===== src/design/tlcse_pkg.sv =====
// ----------------------------------------------------------------------------
// tlcse_pkg
// Sizes, field widths and the per-block coincidence function for the
// two-layer coincidence section encoder.
// ----------------------------------------------------------------------------
package tlcse_pkg;

  // Channels per layer and number of readout sections.
  localparam int LENGTH   = 32;
  localparam int SECTIONS = 8;

  localparam int TOTAL    = 2 * LENGTH;
  localparam int SEC_LEN  = TOTAL / SECTIONS;
  // Only eight sections fit the result fields.
  localparam int OUT_SECS = (SECTIONS < 8) ? SECTIONS : 8;
  // Offsets at or above seven all read as seven, so only the first seven
  // places of a section need a priority scan.
  localparam int SCAN_LEN = (SEC_LEN < 7) ? SEC_LEN : 7;

  // Fixed field widths.
  localparam int PAT_W  = 32;
  localparam int COIN_W = 64;
  localparam int HITS_W = 8;
  localparam int OFS_W  = 3;
  localparam int POS_W  = 24;
  localparam int IN_W   = 2 * PAT_W;
  localparam int USER_W = 2;
  localparam int OUT_W  = COIN_W + HITS_W + POS_W;

  typedef logic [LENGTH-1:0] block_t;

  // Interleave a layer: lower-half channel i at even place 2i, upper-half
  // channel i at odd place 2i+1. With odd LENGTH the last place stays zero.
  function automatic block_t interleave(input logic [PAT_W-1:0] pat);
    block_t b;
    b = '0;
    for (int i = 0; i < LENGTH / 2; i++) begin
      b[2*i]   = pat[i];
      b[2*i+1] = pat[i + LENGTH/2];
    end
    return b;
  endfunction

  // Per-place 1-of-2 coincidence inside one block.
  function automatic block_t coincide(input block_t b, input logic strict);
    logic [LENGTH+3:0] p;   // place j of the block sits at p[j+2]
    block_t c;
    p = {2'b00, b, 2'b00};
    c = '0;
    for (int k = 0; k < LENGTH; k++) begin
      if (strict) begin
        c[k] = (k > 0) && p[k+1] && p[k+2];
      end else if (k == 0) begin
        c[k] = p[2] && !p[3];
      end else if (k == 1) begin
        c[k] = (p[2] && p[3]) || (p[2] && !p[3]) ||
               (p[3] && !p[2] && !p[4]) || (p[2] && p[4] && !p[3]);
      end else if (k == LENGTH - 1) begin
        c[k] = (p[k+1] && p[k+2]) || (p[k+1] && !p[k] && !p[k+2]) ||
               (p[k] && p[k+2] && !p[k+1]) || (p[k+2] && !p[k+1]);
      end else begin
        c[k] = (p[k+1] && p[k+2]) || (p[k+1] && !p[k] && !p[k+2]) ||
               (p[k] && p[k+2] && !p[k+1]) || (p[k+2] && !p[k+1] && !p[k+3]) ||
               (p[k+1] && p[k+3] && !p[k+2]);
      end
    end
    return c;
  endfunction

endpackage


===== src/design/two_layer_coincidence_section_encoder_unit.sv =====
// ----------------------------------------------------------------------------
// two_layer_coincidence_section_encoder_unit
// Two-layer 1-of-2 coincidence with per-section hit flag and lowest offset.
// ----------------------------------------------------------------------------
// A new pattern pair is accepted every clock cycle while the output side does
// not hold the flow. A transaction is first held in the input register, then
// the interleave, coincidence and section encode form a single combinational
// pass into the result register. The input register keeps taking
// transactions while a finished result waits on the master side, so one
// stalled result costs no throughput until the input register is also full.
// A transaction with neither layer present yields no result. Layer 1 fills
// the low block of coincidence_bits and layer 0 the high block. The
// strict_mode register selects the plain neighbor AND and must be written
// only while the block is empty; the configuration channel is always ready.
module two_layer_coincidence_section_encoder_unit (
  input  logic                    clk,
  input  logic                    rst,
  // Configuration: bit 0 is strict_mode.
  input  logic                    cfg_valid,
  output logic                    cfg_ready,
  input  logic                    cfg_data,
  // Input: tdata = layer0_pattern[31:0], layer1_pattern[63:32].
  input  logic                    s_tvalid,
  output logic                    s_tready,
  input  logic [tlcse_pkg::IN_W-1:0]   s_tdata,
  // Input: tuser = layer0_present[0], layer1_present[1].
  input  logic [tlcse_pkg::USER_W-1:0] s_tuser,
  // Output: tdata = coincidence_bits[63:0], section_hits[71:64],
  // section_positions[95:72].
  output logic                    m_tvalid,
  input  logic                    m_tready,
  output logic [tlcse_pkg::OUT_W-1:0]  m_tdata
);
  import tlcse_pkg::*;

  logic strict;

  // Input register.
  logic             s1_valid;
  logic [PAT_W-1:0] s1_pat0;
  logic [PAT_W-1:0] s1_pat1;
  logic             s1_p0;
  logic             s1_p1;

  // Result register.
  logic              out_valid;
  logic [COIN_W-1:0] out_coin;
  logic [HITS_W-1:0] out_hits;
  logic [POS_W-1:0]  out_pos;

  logic              out_free;
  logic              s_accept;
  logic [COIN_W-1:0] coin_next;
  logic [HITS_W-1:0] hits_next;
  logic [POS_W-1:0]  pos_next;

  assign cfg_ready = 1'b1;
  assign out_free  = !out_valid || m_tready;
  assign s_tready  = !s1_valid || out_free;
  assign s_accept  = s_tvalid && s_tready;

  always_ff @(posedge clk) begin
    if (rst) begin
      strict <= 1'b0;
    end else if (cfg_valid) begin
      strict <= cfg_data;
    end
  end

  always_ff @(posedge clk) begin
    if (rst) begin
      s1_valid <= 1'b0;
    end else if (s_accept) begin
      s1_valid <= 1'b1;
    end else if (out_free) begin
      s1_valid <= 1'b0;
    end
  end

  always_ff @(posedge clk) begin
    if (s_accept) begin
      s1_pat0 <= s_tdata[PAT_W-1:0];
      s1_pat1 <= s_tdata[IN_W-1:PAT_W];
      s1_p0   <= s_tuser[0];
      s1_p1   <= s_tuser[1];
    end
  end

  // Coincidence and section encode. An absent layer reads as all zero.
  always_comb begin
    block_t      blk0;
    block_t      blk1;
    logic [TOTAL-1:0] coin;
    logic        hit;
    logic [OFS_W-1:0] ofs;
    blk0 = s1_p1 ? interleave(s1_pat1) : '0;
    blk1 = s1_p0 ? interleave(s1_pat0) : '0;
    coin = {coincide(blk1, strict), coincide(blk0, strict)};
    coin_next = COIN_W'(coin);
    hits_next = '0;
    pos_next  = '0;
    for (int s = 0; s < OUT_SECS; s++) begin
      hit = 1'b0;
      for (int j = 0; j < SEC_LEN; j++) begin
        hit = hit | coin[s*SEC_LEN + j];
      end
      // Offsets of seven and above saturate; scan only the first seven.
      ofs = hit ? OFS_W'(7) : '0;
      for (int j = SCAN_LEN - 1; j >= 0; j--) begin
        if (coin[s*SEC_LEN + j]) begin
          ofs = OFS_W'(j);
        end
      end
      hits_next[s] = hit;
      pos_next[OFS_W*s +: OFS_W] = ofs;
    end
  end

  always_ff @(posedge clk) begin
    if (rst) begin
      out_valid <= 1'b0;
    end else if (out_free) begin
      out_valid <= s1_valid && (s1_p0 || s1_p1);
    end
  end

  always_ff @(posedge clk) begin
    if (out_free) begin
      out_coin <= coin_next;
      out_hits <= hits_next;
      out_pos  <= pos_next;
    end
  end

  assign m_tvalid = out_valid;
  assign m_tdata  = {out_pos, out_hits, out_coin};

  // An item with no layer present must not produce a result.
  a_no_layer_no_result: assert property (@(posedge clk) disable iff (rst)
    (s1_valid && out_free && !s1_p0 && !s1_p1) |=> !m_tvalid)
    else $error("result produced for an item with no layer present");

  // A blocked input register holds its item.
  a_stage_holds: assert property (@(posedge clk) disable iff (rst)
    (s1_valid && !out_free) |=> (s1_valid && $stable(s1_pat0) && $stable(s1_pat1)))
    else $error("input register changed while blocked");

  // Without layer 1 the low block carries no coincidence in either mode.
  a_absent_block_empty: assert property (@(posedge clk) disable iff (rst)
    (s1_valid && out_free && !s1_p1) |=> (out_coin[LENGTH-1:0] == '0))
    else $error("coincidence in low block without layer 1");

  // A result with no section hit reports every offset as zero.
  a_pos_zero_without_hits: assert property (@(posedge clk) disable iff (rst)
    (m_tvalid && out_hits == '0) |-> (out_pos == '0))
    else $error("nonzero offset with no section hits");

endmodule


===== config.mk =====
export PLATFORM = sky130hd
export DESIGN_NAME = two_layer_coincidence_section_encoder_unit
export DESIGN_NICKNAME = d
export VERILOG_FILES = /design/src/design/tlcse_pkg.sv /design/src/design/two_layer_coincidence_section_encoder_unit.sv
export SDC_FILE = /design/constraint.sdc
export NUM_CORES = 1
export LEC_CHECK = 0
export BUFFER_PORTS_ARGS = -buffer_cell sky130_fd_sc_hd__buf_2
export CAP_MARGIN = 30
export CORE_ASPECT_RATIO = 0.6
export CORE_MARGIN = 4
export CORE_UTILIZATION = 50
export DETAILED_ROUTE_END_ITERATION = 10
export PLACE_DENSITY = 0.84
export SYNTH_ARGS = -nofsm -noshare
export SYNTH_HDL_FRONTEND = slang
export SYNTH_SLANG_ARGS = --single-unit
export TNS_END_PERCENT = 100

===== constraint.sdc =====
create_clock -name clk -period 7.45 [get_ports clk]
set_input_delay 1.49 -clock clk [delete_from_list [all_inputs] [get_ports clk]]
set_output_delay 1.49 -clock clk [all_outputs]
set_load 0.02 [all_outputs]

==> results of run 1 <==
[worst max-delay path: stages]
cell and delay [ps]:
buf_2 100, nand3b_1 180, buf_2 180
[flip-flops by register name, indices dropped and copies added (netlist names)]
signal	count
m_tvalid	1
out_coin	64
out_hits	8
out_pos	24
s1_p0	1
s1_p1	1
s1_pat0	32
s1_pat1	32
s1_valid	1
strict	1
[final cells by class]
| type | count | share of cell area |
|---|---|---|
| Sequential cell | 165 | 0.5346 |
| Timing Repair Buffer | 173 | 0.09504 |
| Inverter | 61 | 0.02485 |
| Clock buffer | 18 | 0.04657 |
| Tap cell | 198 | 0.02688 |
| Multi-Input combinational cell | 383 | 0.2608 |
| Clock inverter | 14 | 0.01127 |
[routing by layer]
layer / vias up / GRT usage / wire (um)
met5: - / 0 / 0
met4: 0 / 0.05501 / 158
met3: 13 / 0.04823 / 1457
met2: 284 / 0.3015 / 8228
met1: 2709 / 0.2865 / 8216
li1: 2769 / - / -
[synth_stat cells (7+ instances only)]
cell       number
nand2b_1       14
nor2b_1        20
a32oi_1         7
nor2_1         21
o21ai_0        42
nor4_1         17
inv_1          57
clkbuf_1        9
a221oi_2        8
a21oi_1        40
a2111oi_2       7
o31ai_1        37
edfxtp_1      162
a221oi_1       27
buf_2          19
nand2_1        79
[worst max path at each step]
stage               startpoint           to  slack (ps)  cells after the start
finish                m_tready     s_tready        4000                      3
global route          m_tready     s_tready        3960                      3
CTS                   m_tready     s_tready        4000                      3
detailed placement    m_tready     s_tready        4010                      3
global placement      m_tready     s_tready        4030                      3
floorplan             m_tready  out_coin[0]        3140                      1
[logic make-up (layout without fill, tap and decap cells)]
group                  count (synthesis)  in the layout  synth area share
AOI/OAI and AO/OA                    201            201            0.1928
other                                  1              1         0.0004855
and+or+nand+nor                      179            179            0.1142
muxes                                  2              2          0.002592
DFF                                  165            165            0.6376
buffers and inverters                 95            266           0.05232
[per-stage QoR]
step / util / area, sq um
floorplan: - / 7724
global placement: 0.5865 / 8682
detailed placement: 0.5865 / 8682
CTS: 0.6225 / 9215
global route: 0.6225 / 9215
finish: 0.6225 / 9215
[power groups by stage]
stage          clock [uW]  combinational [uW]  sequential (uW)
6_report              793                 346             1180
5_1_grt               849                 377             1190
4_1_cts               806                 347             1180
3_5_place_dp            0                 346             1200
3_3_place_gp            0                 337             1190
2_1_floorplan           0                 163             1260
==> metrics.md, run 1 <==
| Metric | Value |
|---|---|
| Status | `completed` |
| Int Power | `between 1500 and 2000 uW` |
| Switch Pwr | `roughly 650 uW` |
| Initial core utilization | `0.5217` |
| Yosys top cell area share | `0.6298` |
| Clk_lat worst skew | `410 ps` |
| Drt via density | `around 5.7` |
| Final Max Tran Viols | `0` |
| Yosys reg bits | `165` |
| Hold depth | `2` |
| Drt first pass iters | `6` |
| Sink Count | `roughly 170` |
| Worst min-delay path class | `flop to flop` |
| Sequential power share | `0.508` |
| CP arrival | `around 2000 ps` |
| GRT Residual Overflow | `0` |
| Syn nets | `~720` |
| Final instance count without filler cells | `around 1000` |
| HP Start | `s1_valid` |
| Syn-to-layout area delta | `19.31%` |
| Power share of the clock group | `0.342` |
| Commonest non-fill, non-tap cell in the layout | `buf_2` |
| Setup total negative slack | `0 ps` |
| R2R Setup Slk | `4820 ps` |
| CTS max path bufs | `2` |
| IR drop worst, VDD | `0.0001288 V` |
| # diodes | `0` |
| Post-synthesis sequential area ratio | `0.6376` |
| Relative slew margins | `0.4030` |
| PnR worst setup slack | `between 3000 and 4000 ps` |
| CTS tree | `done` |
| Area of the multi-input gates | `roughly 2400 sq um` |
| Power density cells | `251.2 nW/um^2` |
| First-pass GRT wire length | `around 28000 um` |
| Net count, final | `873` |
| Register area | `4926 sq um` |
| Initial antenna violation count | `0` |
| Final Skew | `~9.4 ps` |
| Total Wirelength | `~18000 um` |
| Worst-margin pin slew | `roughly 900 ps` |
| FF-to-FF path depth | `5` |
| Post-synth top flop | `edfxtp_1` |
| Wire length per cell | `~18 um` |
| DRC violations left | `0` |
| CP Capture Type | `output port` |
| Row Count | `34` |
| Placed insts | `around 1000` |
| Shortest period the worst path allows | `around 3500 ps` |
| GRT Util Overall | `0.1986` |
| Cts repair resizes | `0` |
| Layout cells sized above 1 | `0.2838` |
| Worst-path maximum fanout | `3` |
| Ranking of synthesized cells by area | `edfxtp_1 63%, nand2_1 3.8%, o31ai_1 3.6%, a221oi_1 3.1%, inv_1 2.8%` |
| Pleak | `between 0.003 and 0.004 uW` |
| Unique masters post-synth | `48` |
| Total Power | `approximately 2300 uW` |
| Post-Syn Instances | `approximately 640` |
| Detailed Place HPWL | `approximately 13000 um` |
| Net Sw Frac | `0.2787` |
| Post-synth EDFFs | `162` |
| Tcrit/Tclk final | `0.4631` |
| I/O Buffers | `169` |
| WHS Endpoint | `m_tvalid` |
| Setup CP Type | `primary input to output port` |
| Iteration-0 DRC Markers | `~690` |
| IO Count | `between 150 and 200` |
| Vert. Die Dim | `approximately 100 um` |
| Pre-CTS setup slack | `roughly 4000 ps` |
| Fmax | `between 200 and 300 MHz` |
| Final setup violation count | `0` |
| Worst r2r src | `strict` |
| Fill cells | `1181` |
| R2r endpoint | `out_pos[7]` |
| CTS root buf | `clkbuf_16` |
| Post-synthesis instance area | `7724 sq um` |
| Die W | `about 170 um` |
| Routed Antenna Nets | `0` |
| Num CTS Buffers | `17` |
| Clk slew on worst S/H paths | `70 ps` |
| Largest net degree at the start of global routing | `67` |
| Syn avg cell area | `approximately 12 sq um` |
| # H-tree levels | `4` |
| Logic pwr share | `0.150` |
| Placer Congestion | `about 0.84` |
| Setup crit start kind | `primary input` |
| Hold Vio Cnt, Final | `0` |
| Commonest non-fill, non-tap cells in the layout | `169 x buf_2, 162 x edfxtp_1, 79 x nand2_1, 57 x inv_1, 42 x o21ai_0` |
| Core Area | `14800 sq um` |
| Hold_buf cts | `0` |
| Syn. warnings | `0` |
| Vias in the first global route | `between 5000 and 6000` |
| Max-Cap Viols | `0` |
| Asr flop ratio synth | `0` |
| Vias | `just under 6000` |
| Cell type with the largest total area after synthesis | `edfxtp_1` |
| Req. time, crit path | `slightly below 6000 ps` |
| RSZ-0062 raised after global routing | `no` |
| Die Area | `17560 sq um` |
| WHS | `485.3 ps` |
| Setup Buffers After CTS | `0` |
Power figures use the tool's default switching activity.
==> run 2, diff against run 1 <==
--- a/config.mk
+++ b/config.mk
@@ -9,9 +9,9 @@
 export CAP_MARGIN = 30
 export CORE_ASPECT_RATIO = 0.6
 export CORE_MARGIN = 4
-export CORE_UTILIZATION = 50
+export CORE_UTILIZATION = 49
 export DETAILED_ROUTE_END_ITERATION = 10
-export PLACE_DENSITY = 0.84
+export PLACE_DENSITY = 0.86
 export SYNTH_ARGS = -nofsm -noshare
 export SYNTH_HDL_FRONTEND = slang
 export SYNTH_SLANG_ARGS = --single-unit
==> constraint.sdc (replaced) <==
create_clock -name clk -period 2.9 [get_ports clk]
set_input_delay 0.58 -clock clk [delete_from_list [all_inputs] [get_ports clk]]
set_output_delay 0.58 -clock clk [all_outputs]
set_load 0.02 [all_outputs]
==> metrics.md, run 2 (synthesis gave the netlist of run 1 again) <==
| Metric | Value |
|---|---|
| Largest net degree at the start of global routing | `50 (was 67)` |
| Placer Congestion | `0.8416 (was 0.8429)` |
| Pre-CTS setup slack | `630.3 ps (was 4005 ps)` |
| Row Count | `35 (was 34)` |
| Final Skew | `10.70 ps (was 9.403 ps)` |
| Worst Setup SP | `strict (was m_tready)` |
| Req. time, crit path | `3040 ps (was 5960 ps)` |
| CP arrival | `2460 ps (was 1960 ps)` |
| Critical path's slowest cell | `dfxtp_2 (was nand3b_1)` |
| Initial antenna violation count | `1 (was 0)` |
| Crit-path cells | `buf_12 -> a2111oi_2 -> nor4_1 -> o31a_1 -> nor3_1 (was buf_2 -> nand3b_1 -> buf_2)` |
| Shortest period the worst path allows | `2317 ps` |
| Hold_buf cts | `0 (unchanged)` |
| Iteration-0 DRC Markers | `521 (was 691)` |
| Worst min-delay path class | `primary input to flop (was flop to flop)` |
| Net count, final | `877 (was 873)` |
| # H-tree levels | `4 (unchanged)` |
| Syn-to-layout area delta | `20.44% (was 19.31%)` |
| Setup Buffers After CTS | `0 (unchanged)` |
| CTS max path bufs | `2 (unchanged)` |
| Clk_lat worst skew | `410 ps (about the same)` |
| Routed Antenna Nets | `0 (unchanged)` |
| First-pass GRT wire length | `28950 um (was 28190 um)` |
| Setup CP Type | `flop to flop (was primary input to output port)` |
| Max reg flops | `64 (unchanged)` |
| Setup total negative slack | `0 ps (unchanged)` |
| Sink Count | `165 (unchanged)` |
| Commonest non-fill, non-tap cells in the layout | `169 x buf_2, 162 x edfxtp_1, 79 x nand2_1, 57 x inv_1, 42 x o21ai_0 (unchanged)` |
| Placed insts | `989 (was 980)` |
| Drt via density | `5.764 (was 5.707)` |
| Area of the multi-input gates | `2405 sq um (was 2404 sq um)` |
| IR drop worst, VDD | `0.0002724 V (was 0.0001288 V)` |
| IO Count | `171 (unchanged)` |
| CTS root buf | `clkbuf_16 (unchanged)` |
| CTS tree | `done (unchanged)` |
| Total Wirelength | `18360 um (was 18060 um)` |
| Status | `completed (unchanged)` |
| Initial core utilization | `0.5011 (was 0.5217)` |
| Num CTS Buffers | `17 (unchanged)` |
| # diodes | `0 (unchanged)` |
| Core Area | `15410 sq um (was 14800 sq um)` |
| Wire length per cell | `17.98 um (was 17.85 um)` |
| Setup crit end | `out_pos[10] (was s_tready)` |
| Largest registers | `out_coin x64, s1_pat0 x32, s1_pat1 x32 (unchanged)` |
| Relative slew margins | `0.5587 (was 0.4030)` |
| Setup crit start kind | `flop (was primary input)` |
| Final setup violation count | `0 (unchanged)` |
| DRC violations left | `0 (unchanged)` |
| GRT Residual Overflow | `0 (unchanged)` |
| Commonest non-fill, non-tap cell in the layout | `buf_2 (unchanged)` |
| Layout cells sized above 1 | `0.2885 (was 0.2838)` |
| FF-to-FF path depth | `5 (unchanged)` |
| Power density cells | `647.5 nW/um^2 (was 251.2 nW/um^2)` |
| Detailed Place HPWL | `13250 um (was 12780 um)` |
| Register area | `4926 sq um (unchanged)` |
| Pleak | `0.003803 uW (was 0.003765 uW)` |
| RSZ-0062 raised after global routing | `no (unchanged)` |
| Hold Vio Cnt, Final | `0 (unchanged)` |
| Worst r2r src | `strict (unchanged)` |
| Fill cells | `1218 (was 1181)` |
| PnR worst setup slack | `583.1 ps (was 4000 ps)` |
| Drt first pass iters | `5 (was 6)` |
| R2r endpoint | `out_pos[10] (was out_pos[7])` |
| Worst-path maximum fanout | `34 (was 3)` |
| Vert. Die Dim | `105.3 um (was 104.3 um)` |
| HP Start | `s_tdata[9] (was s1_valid)` |
| Fmax | `between 400 and 500 MHz` |
| R2R Setup Slk | `580 ps (was 4820 ps)` |
| Total Power | `6023 uW (was 2315 uW)` |
| CP max stage delay | `710 ps (was 180 ps)` |
| Max-Cap Viols | `0 (unchanged)` |
| I/O Buffers | `169 (unchanged)` |
| Final Max Tran Viols | `0 (unchanged)` |
| CP Capture Type | `flop (was output port)` |
| Reg with most FFs | `out_coin (unchanged)` |
| Cts repair resizes | `0 (unchanged)` |
| Vias in the first global route | `5529 (was 5348)` |
| Worst-margin pin slew | `656.0 ps (was 895.5 ps)` |
| Die W | `170.1 um (was 168.5 um)` |
| Vias | `5885 (was 5775)` |
| Clk slew on worst S/H paths | `70 ps (about the same)` |
| Tcrit/Tclk final | `0.7989` |
| GRT Util Overall | `0.2029 (was 0.1986)` |
| Die Area | `17900 sq um (was 17560 sq um)` |
| Final instance count without filler cells | `1021 (was 1012)` |
[run 2: cell type report]
type,instances,area share
clock buffer,18,0.04613
clock inverter,14,0.01251
inverter,61,0.02461
multi-input combinational,383,0.2585
sequential,165,0.5295
tap,203,0.02730
timing repair buffer,177,0.1014
[run 2: per-layer routing]
| layer | vias to the layer above | GRT usage | wire length [um] |
|---|---|---|---|
| met5 | - | 0 | 7 |
| met4 | 2 | 0.05527 | 141 |
| met3 | 14 | 0.04910 | 1695 |
| met2 | 300 | 0.2928 | 8014 |
| met1 | 2790 | 0.3077 | 8499 |
| li1 | 2779 | - | - |
[run 2: per-stage QoR]
stage / util / hold slack [ps] / cell area (sq um)
after floorplan: - / 447.8 / 7726
final: 0.6035 / 338.4 / 9303
after global routing: 0.6035 / 312.5 / 9303
after detailed placement: 0.5681 / 477.6 / 8757
after CTS: 0.6035 / 318.9 / 9303
after global placement: 0.5681 / 485.7 / 8757
[run 2: worst min path at each step]
| stage | endpoint | slack (ps) | cells after the start |
|---|---|---|---|
| after detailed placement | m_tvalid | 480 | 2 |
| after floorplan | m_tvalid | 450 | 2 |
| after global routing | s1_pat0[9] | 310 | 1 |
| after global placement | m_tvalid | 490 | 2 |
| final | s1_pat0[9] | 340 | 1 |
| after CTS | s1_pat0[0] | 320 | 1 |
[run 2: power breakdown]
| group | total [uW] | internal (uW) | switching, uW |
|---|---|---|---|
| Sequential | 3020 | 2870 | 143 |
| Combinational | 908 | 320 | 588 |
| Clock | 2100 | 1120 | 977 |
| Total | 6020 | 4310 | 1710 |
[run 2: worst max-delay path, delay by kind of cell (launching register included)]
kind                   cells  cell delay (ps)
and+or+nand+nor            2              670
buffers and inverters      1              290
AOI/OAI and AO/OA          2              340
DFF                        1              710
==> run 3, diff against run 2 <==
--- a/config.mk
+++ b/config.mk
@@ -9,9 +9,9 @@
 export CAP_MARGIN = 30
 export CORE_ASPECT_RATIO = 0.6
 export CORE_MARGIN = 4
-export CORE_UTILIZATION = 49
+export CORE_UTILIZATION = 50
 export DETAILED_ROUTE_END_ITERATION = 10
-export PLACE_DENSITY = 0.86
+export PLACE_DENSITY = 0.84
 export SYNTH_ARGS = -nofsm -noshare
 export SYNTH_HDL_FRONTEND = slang
 export SYNTH_SLANG_ARGS = --single-unit
==> constraint.sdc (replaced) <==
create_clock -name clk -period 2.4 [get_ports clk]
set_input_delay 0.48 -clock clk [delete_from_list [all_inputs] [get_ports clk]]
set_output_delay 0.48 -clock clk [all_outputs]
set_load 0.02 [all_outputs]
==> metrics.md, run 3 (synthesis gave the netlist of run 1 again) <==
| Metric | Value |
|---|---|
| First-pass GRT wire length | `29210 um (was 28950 um)` |
| Row Count | `34 (was 35)` |
| Switch Pwr | `2023 uW (was 1708 uW)` |
| Core Area | `14800 sq um (was 15410 sq um)` |
| Power share of the clock group | `0.359 (was 0.348)` |
| Hold Vio Cnt, Final | `0 (unchanged)` |
| I/O Buffers | `169 (unchanged)` |
| Commonest non-fill, non-tap cell in the layout | `buf_2 (unchanged)` |
| Relative slew margins | `0.5374 (was 0.5587)` |
| Reg with most FFs | `out_coin (unchanged)` |
| Die W | `168.5 um (was 170.1 um)` |
| Num CTS Buffers | `17 (unchanged)` |
| GRT Residual Overflow | `0 (unchanged)` |
| Status | `completed (unchanged)` |
| CTS root buf | `clkbuf_16 (unchanged)` |
| # diodes | `0 (unchanged)` |
| Max-Cap Viols | `0 (unchanged)` |
| Initial core utilization | `0.5217 (was 0.5011)` |
| Pleak | `0.003895 uW (was 0.003803 uW)` |
| Crit-path cells | `buf_4 -> buf_4 -> o31ai_1 -> a221oi_2 -> nor4_1 -> o31a_1 -> nor3_1 (was buf_12 -> a2111oi_2 -> nor4_1 -> o31a_1 -> nor3_1)` |
| CP Capture Type | `flop (unchanged)` |
| Layout cells sized above 1 | `0.2988 (was 0.2885)` |
| Worst min-delay path class | `primary input to flop (unchanged)` |
| Req. time, crit path | `2560 ps (was 3040 ps)` |
| Initial antenna violation count | `0 (was 1)` |
| Syn-to-layout area delta | `22.42% (was 20.44%)` |
| Top cell by count, worst path | `buf_4` |
| Clk slew on worst S/H paths | `70 ps (about the same)` |
| GRT Util Overall | `0.2079 (was 0.2029)` |
| Sink Count | `165 (unchanged)` |
| Max reg flops | `64 (unchanged)` |
| Final setup violation count | `0 (unchanged)` |
| Die Area | `17560 sq um (was 17900 sq um)` |
| IO Count | `171 (unchanged)` |
| Final Max Tran Viols | `0 (unchanged)` |
| Final Skew | `11.76 ps (was 10.70 ps)` |
| Iteration-0 DRC Markers | `607 (was 521)` |
| CTS max path bufs | `2 (unchanged)` |
| Critical path's slowest cell | `edfxtp_1 (was dfxtp_2)` |
| Fill cells | `1157 (was 1218)` |
| DRC violations left | `0 (unchanged)` |
| Vias | `5933 (was 5885)` |
| Logic pwr share | `0.151 (about the same)` |
| Largest registers | `out_coin x64, s1_pat0 x32, s1_pat1 x32 (unchanged)` |
| Vert. Die Dim | `104.3 um (was 105.3 um)` |
| Setup total negative slack | `0 ps (unchanged)` |
| CP max stage delay | `570 ps (was 710 ps)` |
| Net count, final | `889 (was 877)` |
| Fmax | `444.7 MHz (was 431.6 MHz)` |
| Placer Congestion | `0.8464 (was 0.8416)` |
| Routed Antenna Nets | `0 (unchanged)` |
| Shortest period the worst path allows | `2249 ps (was 2317 ps)` |
| Setup CP Type | `flop to flop (unchanged)` |
| RSZ-0062 raised after global routing | `no (unchanged)` |
| Sequential power share | `0.491 (was 0.501)` |
| Wire length per cell | `18.05 um (was 17.98 um)` |
| Largest net degree at the start of global routing | `50 (unchanged)` |
| Int Power | `5425 uW (was 4315 uW)` |
| Total Wirelength | `18560 um (was 18360 um)` |
| Drt via density | `5.771 (was 5.764)` |
| Cts repair resizes | `0 (unchanged)` |
| Tcrit/Tclk final | `0.9369 (was 0.7989)` |
| # H-tree levels | `4 (unchanged)` |
| Detailed Place HPWL | `13320 um (was 13250 um)` |
| Clk_lat worst skew | `420 ps (was 410 ps)` |
| Worst-margin pin slew | `694.0 ps (was 656.0 ps)` |
| Setup crit start kind | `flop (unchanged)` |
| Commonest non-fill, non-tap cells in the layout | `169 x buf_2, 162 x edfxtp_1, 79 x nand2_1, 57 x inv_1, 42 x o21ai_0 (unchanged)` |
| CTS tree | `done (unchanged)` |
| Vias in the first global route | `5451 (was 5529)` |
| IR drop worst, VDD | `0.0004032 V (was 0.0002724 V)` |
| Total Power | `7448 uW (was 6023 uW)` |
| CP arrival | `2410 ps (was 2460 ps)` |
| Power density cells | `787.7 nW/um^2 (was 647.5 nW/um^2)` |
| Worst-path maximum fanout | `12 (was 34)` |
| Net Sw Frac | `0.2716 (was 0.2836)` |
| Setup Buffers After CTS | `0 (unchanged)` |
| Drt first pass iters | `7 (was 5)` |
| Hold_buf cts | `0 (unchanged)` |
run 3: changes by cell type in the layout (fill, tap and decap cells not counted), moves of 2 or more:
cell       delta
buf_4         +9
inv_8         -3
bufinv_16     +2
buf_12        +3
run 3: area by class of cell:
type | instances | area (sq um) | share of cell area
Tap cell | 198 | 247.7 | 0.02620
Clock buffer | 18 | 429.2 | 0.04539
Timing Repair Buffer | 189 | 1071 | 0.1133
Inverter | 61 | 229.0 | 0.02422
Multi-Input combinational cell | 383 | 2404 | 0.2542
Sequential cell | 165 | 4926 | 0.5210
Clock inverter | 14 | 148.9 | 0.01575
run 3: critical path, delay by kind of cell, from the launching register on:
| family | cells | cell delay, ps |
|---|---|---|
| buf+inv | 2 | 450 |
| simple gates | 2 | 590 |
| flops | 1 | 570 |
| compound gates | 3 | 380 |
run 3: path summary, 6_finish.rpt:
kind                     from     endpoint  slack, ps  depth (start not counted)
setup / recovery        s1_p0  out_pos[22]        150                          7
hold / removal    s_tdata[45]  s1_pat1[13]        230                          1
setup reg to reg        s1_p0  out_pos[22]        150                          7
hold reg to reg      s1_valid     s1_valid        570                          2
run 3: metal layers:
layer	GRT usage	vias to the layer above	routed length [um]
li1	-	2801	-
met1	0.3091	2811	8484
met2	0.3093	294	8497
met3	0.04444	27	1313
met4	0.05906	0	261
met5	0	-	0
run 3: metrics by stage:
step	cell area [sq um]	hold slack [ps]	setup WS, ps	std cells	util
5_1_grt	9455	211.3	29.73	1028	0.6387
6_report	9455	228.5	151.5	1028	0.6387
3_5_place_dp	8877	564.1	214.5	996	0.5996
3_3_place_gp	8877	568.5	300.4	996	0.5996
2_1_floorplan	7727	447.8	237.2	643	-
4_1_cts	9455	220.5	175.0	1028	0.6387
run 3: power groups by stage:
stage / sequential [uW] / clock (uW) / combinational [uW]
global placement: 3700 / 0 / 1090
detailed placement: 3710 / 0 / 1120
floorplan: 3890 / 0 / 506
global route: 3690 / 2840 / 1220
finish: 3650 / 2670 / 1120
CTS: 3650 / 2700 / 1130
